$ cat src/sv/twodo_pkg.sv
package twodo_pkg;

	localparam int FRACTION_BITS_DEF = 16;
	localparam int CORDIC_STEPS_DEF  = 16;
	localparam int CORDIC_MAX        = 24;
	localparam int IDX_W             = 5;

	localparam logic [23:0] BACK_GAIN_RST   = 24'd137031;
	localparam logic [23:0] MIDDLE_GAIN_RST = 24'd238313;

	localparam logic signed [31:0] CORDIC_K = 32'sd652032874;

	// 360 deg in Q.8, scaled by 2^15: top of the restoring reduction
	localparam logic [33:0] TURN_TOP = 34'd3019898880;
	localparam logic signed [18:0] TURN_DEG  = 19'sd92160;
	localparam logic signed [18:0] HALF_DEG  = 19'sd46080;
	localparam logic signed [18:0] QUART_DEG = 19'sd23040;

	localparam logic [IDX_W-1:0] RED_LAST  = 5'd3;
	localparam logic [IDX_W-1:0] MATH_LAST = 5'd12;

	typedef enum logic [0:0] {
		CFG_BACK_GAIN   = 1'b0,
		CFG_MIDDLE_GAIN = 1'b1
	} cfg_idx_t;

	typedef struct packed {
		logic signed [31:0] rotation;
		logic signed [31:0] left_count;
		logic signed [31:0] right_count;
		logic signed [31:0] back_count;
	} in_word_t;

	typedef struct packed {
		logic signed [47:0] field_x;
		logic signed [47:0] field_y;
	} out_word_t;

	typedef enum logic [2:0] {
		A_GB, A_GM, A_XH, A_XL, A_YH, A_YL
	} mul_a_t;

	typedef enum logic [1:0] {
		B_DELTA, B_COS, B_SIN
	} mul_b_t;

	typedef enum logic [2:0] {
		C_NONE, C_OFFX, C_OFFY, C_LOCAL, C_HI, C_XADD, C_XSUB, C_YADD
	} acc_op_t;

	typedef struct packed {
		logic             capture;
		logic             red_step;
		logic             fold;
		logic             cord_step;
		logic [IDX_W-1:0] cord_idx;
		mul_a_t           mul_a;
		mul_b_t           mul_b;
		acc_op_t          acc;
		logic             load;
	} cmd_t;

	// arctangent of 2^-i in Q.16 degrees
	function automatic logic signed [31:0] atan_q16(input logic [IDX_W-1:0] i);
		logic signed [31:0] r;
		unique case (i)
			5'd0:  r = 32'sd2949120;
			5'd1:  r = 32'sd1740967;
			5'd2:  r = 32'sd919879;
			5'd3:  r = 32'sd466945;
			5'd4:  r = 32'sd234379;
			5'd5:  r = 32'sd117304;
			5'd6:  r = 32'sd58666;
			5'd7:  r = 32'sd29335;
			5'd8:  r = 32'sd14668;
			5'd9:  r = 32'sd7334;
			5'd10: r = 32'sd3667;
			5'd11: r = 32'sd1833;
			5'd12: r = 32'sd917;
			5'd13: r = 32'sd458;
			5'd14: r = 32'sd229;
			5'd15: r = 32'sd115;
			5'd16: r = 32'sd57;
			5'd17: r = 32'sd29;
			5'd18: r = 32'sd14;
			5'd19: r = 32'sd7;
			5'd20: r = 32'sd4;
			5'd21: r = 32'sd2;
			5'd22: r = 32'sd1;
			default: r = 32'sd0;
		endcase
		return r;
	endfunction

endpackage

$ cat src/sv/twodo_ctrl.sv
module twodo_ctrl #(
	parameter int NSTEPS = twodo_pkg::CORDIC_STEPS_DEF
) (
	input  logic              clk,
	input  logic              arst_n,
	input  logic              in_valid,
	output logic              in_stall,
	output logic              out_valid,
	input  logic              out_stall,
	output twodo_pkg::cmd_t   cmd
);
	import twodo_pkg::*;

	typedef enum logic [5:0] {
		ST_IDLE = 6'b000001,
		ST_RED  = 6'b000010,
		ST_FOLD = 6'b000100,
		ST_CORD = 6'b001000,
		ST_MATH = 6'b010000,
		ST_LOAD = 6'b100000
	} state_t;

	state_t           state_q, state_d;
	logic [IDX_W-1:0] cnt_q, cnt_d;
	logic             out_valid_q, out_valid_d;

	assign in_stall  = (state_q != ST_IDLE);
	assign out_valid = out_valid_q;

	always_comb begin
		cmd         = '0;
		cmd.mul_a   = A_GB;
		cmd.mul_b   = B_DELTA;
		cmd.acc     = C_NONE;
		state_d     = state_q;
		cnt_d       = cnt_q;
		out_valid_d = out_valid_q && out_stall;
		unique case (state_q)
			ST_IDLE: begin
				if (in_valid) begin
					cmd.capture = 1'b1;
					cnt_d       = '0;
					state_d     = ST_RED;
				end
			end
			ST_RED: begin
				cmd.red_step = 1'b1;
				if (cnt_q == RED_LAST) begin
					cnt_d   = '0;
					state_d = ST_FOLD;
				end else begin
					cnt_d = cnt_q + 1'b1;
				end
			end
			ST_FOLD: begin
				cmd.fold = 1'b1;
				state_d  = ST_CORD;
			end
			ST_CORD: begin
				cmd.cord_step = 1'b1;
				cmd.cord_idx  = cnt_q;
				if (cnt_q == IDX_W'(NSTEPS - 1)) begin
					cnt_d   = '0;
					state_d = ST_MATH;
				end else begin
					cnt_d = cnt_q + 1'b1;
				end
			end
			ST_MATH: begin
				// multiply issued now, its product consumed next step
				unique case (cnt_q)
					5'd0: begin cmd.mul_a = A_GB; cmd.mul_b = B_DELTA; end
					5'd1: begin cmd.mul_a = A_GM; cmd.mul_b = B_DELTA; cmd.acc = C_OFFX; end
					5'd2: cmd.acc = C_OFFY;
					5'd3: cmd.acc = C_LOCAL;
					5'd4: begin cmd.mul_a = A_XH; cmd.mul_b = B_COS; end
					5'd5: begin cmd.mul_a = A_XL; cmd.mul_b = B_COS; cmd.acc = C_HI; end
					5'd6: begin cmd.mul_a = A_YH; cmd.mul_b = B_SIN; cmd.acc = C_XADD; end
					5'd7: begin cmd.mul_a = A_YL; cmd.mul_b = B_SIN; cmd.acc = C_HI; end
					5'd8: begin cmd.mul_a = A_YH; cmd.mul_b = B_COS; cmd.acc = C_XSUB; end
					5'd9: begin cmd.mul_a = A_YL; cmd.mul_b = B_COS; cmd.acc = C_HI; end
					5'd10: begin cmd.mul_a = A_XH; cmd.mul_b = B_SIN; cmd.acc = C_YADD; end
					5'd11: begin cmd.mul_a = A_XL; cmd.mul_b = B_SIN; cmd.acc = C_HI; end
					5'd12: cmd.acc = C_YADD;
					default: cmd.acc = C_NONE;
				endcase
				if (cnt_q == MATH_LAST) begin
					cnt_d   = '0;
					state_d = ST_LOAD;
				end else begin
					cnt_d = cnt_q + 1'b1;
				end
			end
			ST_LOAD: begin
				if (!out_valid_q || !out_stall) begin
					cmd.load    = 1'b1;
					out_valid_d = 1'b1;
					state_d     = ST_IDLE;
				end
			end
			default: state_d = ST_IDLE;
		endcase
	end

	always_ff @(posedge clk or negedge arst_n) begin
		if (!arst_n) begin
			state_q     <= ST_IDLE;
			cnt_q       <= '0;
			out_valid_q <= 1'b0;
		end else begin
			state_q     <= state_d;
			cnt_q       <= cnt_d;
			out_valid_q <= out_valid_d;
		end
	end

endmodule

$ cat config.mk
export PLATFORM = sky130hd
export DESIGN_NAME = twodo_ctrl
export DESIGN_NICKNAME = d
export VERILOG_FILES = /design/src/sv/twodo_pkg.sv /design/src/sv/twodo_ctrl.sv
export SDC_FILE = /design/constraint.sdc
export NUM_CORES = 1
export LEC_CHECK = 0
export BUFFER_PORTS_ARGS = -buffer_cell sky130_fd_sc_hd__buf_2
export CAP_MARGIN = 10
export CORE_MARGIN = 8
export CORE_UTILIZATION = 45
export DETAILED_ROUTE_END_ITERATION = 12
export GPL_TIMING_DRIVEN = 0
export HOLD_SLACK_MARGIN = 0.06
export PLACE_DENSITY_LB_ADDON = 0.2
export SYNTH_ARGS = -nofsm -noshare
export SYNTH_HDL_FRONTEND = slang
export SYNTH_SLANG_ARGS = --single-unit
$ cat constraint.sdc
create_clock -name clk -period 2.8 [get_ports clk]
set_input_delay 0.42 -clock clk [delete_from_list [all_inputs] [get_ports clk]]
set_output_delay 0.42 -clock clk [all_outputs]
set_load 0.02 [all_outputs]
==> flow_summary.toml <==
[run_status]
run_status = "finished, final reports clean"

[detailed_routing]
route.vias.total = 994
drt-total-wl_um = 2406
vias_per_cell = 5.462
drt_iter0_drc = 21
detail_route.first_pass.iterations = 6
antenna_violating_nets_post_route = 0
route.detailed.drc = 0
post_drt_wl_per_cell_um = 13.22

[floorplan]
row_count = 17
die_w_um = 63.17
die_extent_in_y_um = 63.17
core_area_um2 = 2148
io_pins = 24
design.die.area_um2 = 3990
initial_core_util_pct = 46.59

[placed_design]
place.detailed.hpwl_um = 1885
place_congestion = 0.8469
io_buffer_count = 23

[yosys]
synthCells = 126
postSynthNetCount = 136
synth_area_leader = "dfrtp_1"
synthTopCellsByArea = "dfrtp_1 28%, ha_1 7.5%, nor2_1 7.1%"
synth_seq_area_share_pct = 30.12
ys_top_cells_by_count = "19 x nor2_1, 11 x dfrtp_1, 11 x inv_1, 7 x o21ai_0"
ys_seq_elements = 12
post-synth-top-area-fraction_pct = 27.50
synth_warnings = 0
yosysMostFrequentCell = "nor2_1"
yosysUniqueCellTypes = 43
synth_enable_flop_cells = 0
asyncSetResetFlopFracSynth_pct = 100.0
netlist_area_pre_place_um2 = 1001
syn_area_per_cell_um2 = 7.944
postSynth.topFlopCell = "dfrtp_1"

[global_route]
globalRouteMet3Util_pct = 4.417
grt_pass1_vias = 930
grt_max_degree = 13
global_route.usage.total_pct = 12.55
grt_use_met2_pct = 20.36
global_route_wire_length_before_repair_um = 4126
grt-ovfl-total = 0
top_usage_layer = "met2"
gr-usage-met1_pct = 14.83
antenna_found_initial = 0

[power]
worst_ir_drop_vdd_mv = 0.3666
totalPowerFinal_mw = 0.9247
cellPowerDensity_nw_per_um2 = 772.3
power.static_leakage_nw = 0.5938

[clocking]
cts-root-to-sink-buffers = 2
clock-sinks = 12
ctsHtreeMaxLevel = 1
cts_made_buffers = 3
insertion_delay_ns = 0.28
tritoncts = "done"
postCtsResizedCells = 0
worst_setup_hold_path_clk_slew_ns = 0.08
clock_tree.root_cell = "clkbuf_4"

[setup_path]
reg2reg_slack_ns = 0.76
regToRegEndpoint = "cnt_q[0]"
reg2regPathDepth = 6
timing.critical_path.from_type = "flip-flop"
critical_path_peak_fanout = 8
r2r_start = "cnt_q[1]"
crit_path_start = "state_q[1]"
cp-end-kind = "primary output"
critPathArrivalTime_ns = 2.15
crit_type = "flip-flop to primary output"
cp.required_ns = 2.38

[timing]
tightest_slew_ns = 0.6294
timing.final.crit_share_pct = 91.81
drv_slew = 0
worst_slew_margin_rel_pct = 57.60
achievable-frequency_ghz = 0.3890
setup-tns-final_ns = 0
clock-skew-final_ns = 0.007344
worst_hold_slack_ns = 0.4235
fin_crit_ns = 2.571
setup-violations-final = 0
timing.final.hold_violations = 0
grt_setup_unrepaired = "false"

[hold_path]
worst_hold_path.endpoint = "out_valid"
number_of_stages_on_the_worst_hold_path = 3
hold_class = "primary input to flip-flop"
hold_path_startpoint = "out_stall"

[finish]
layout.nets = 165
antenna_cells = 0
fraction_of_final_layout_cells_sized_beyond_drive_strength_1_pct = 25.97
area_growth_syn_to_layout_pct = 19.63

[job]
max_cap_violations = 0
[cell usage in the layout (no fill, tap or decap), types with 3 or more instances in the layout]
cell type / instances
and2_1: 3
clkbuf_4: 3
a21oi_1: 6
inv_1: 11
nand3_1: 5
nor3b_1: 3
buf_2: 27
nor2b_1: 3
nor3_1: 3
nand2_1: 6
dfrtp_1: 11
ha_1: 6
nor2_1: 19
o21ai_0: 7
nor4_1: 3
[critical path: stages (launching register included)]
cell     delay (ns)
dfrtp_1        0.47
or4_4          0.57
or2_2          0.31
buf_2          0.16
inv_1          0.09
and2_1         0.12
buf_2          0.16
[sequential cells by signal (all words and copies together) (netlist names)]
register	flops
cnt_q	5
out_valid	1
state_q	6
[stage by stage]
stage                     instances  area (um2)  worst slack (ns)  utilization, %
after floorplan                 126        1001            0.5372               -
after global placement          177        1151            0.5538           53.58
after detailed placement        177        1151            0.5257           53.58
after CTS                       182        1197            0.2131           55.74
after global routing            182        1197            0.1452           55.74
final                           182        1197            0.2293           55.74
[how the worst max path moves through the flow]
stage	endpoint	cells past startpoint	slack, ns
finish	cmd[12]	6	0.23
CTS	cmd[12]	6	0.21
floorplan	cmd[12]	6	0.54
detailed placement	cmd[12]	6	0.53
global route	cmd[12]	6	0.15
global placement	cmd[12]	6	0.55
[cells by family after synthesis]
logic type | synth area share (%)
and+or+nand+nor | 29.75
AOI/OAI and AO/OA | 20.38
buffers and inverters | 8.500
DFF | 30.13
adders and majority gates | 7.500
xor gates and xnor gates | 2.625
muxes | 1.125
[power breakdown]
group	switching, mW	total (mW)	internal (mW)
logic	0.320	0.533	0.213
clock network	0.0602	0.139	0.0790
registers	0.0331	0.252	0.219
[timing repair]
| item | CTS | global route |
|---|---|---|
| hold endpoints to repair | 11 | 0 |
| hold buffers | 1 | 0 |
| buffers inserted | 0 | 0 |
[final cells by class]
cell class                 instances  area (um2)
buffer                             8       43.79
clock buffer                       4       36.28
fill                             224       950.9
inverter                          11       41.29
multi-input combinational         95       614.3
sequential                        12       301.5
tap                               28       35.03
timing repair buffer              24       125.1
[layer usage]
| layer | share of wire [%] | wire [um] | vias up |
|---|---|---|---|
| li1 | - | - | 506 |
| met1 | 47 | 1130 | 467 |
| met2 | 48 | 1165 | 17 |
| met3 | 3.6 | 87 | 4 |
| met4 | 0.91 | 22 | 0 |
| met5 | 0 | 0 | - |
No activity file was read; power rests on OpenSTA's default activity.
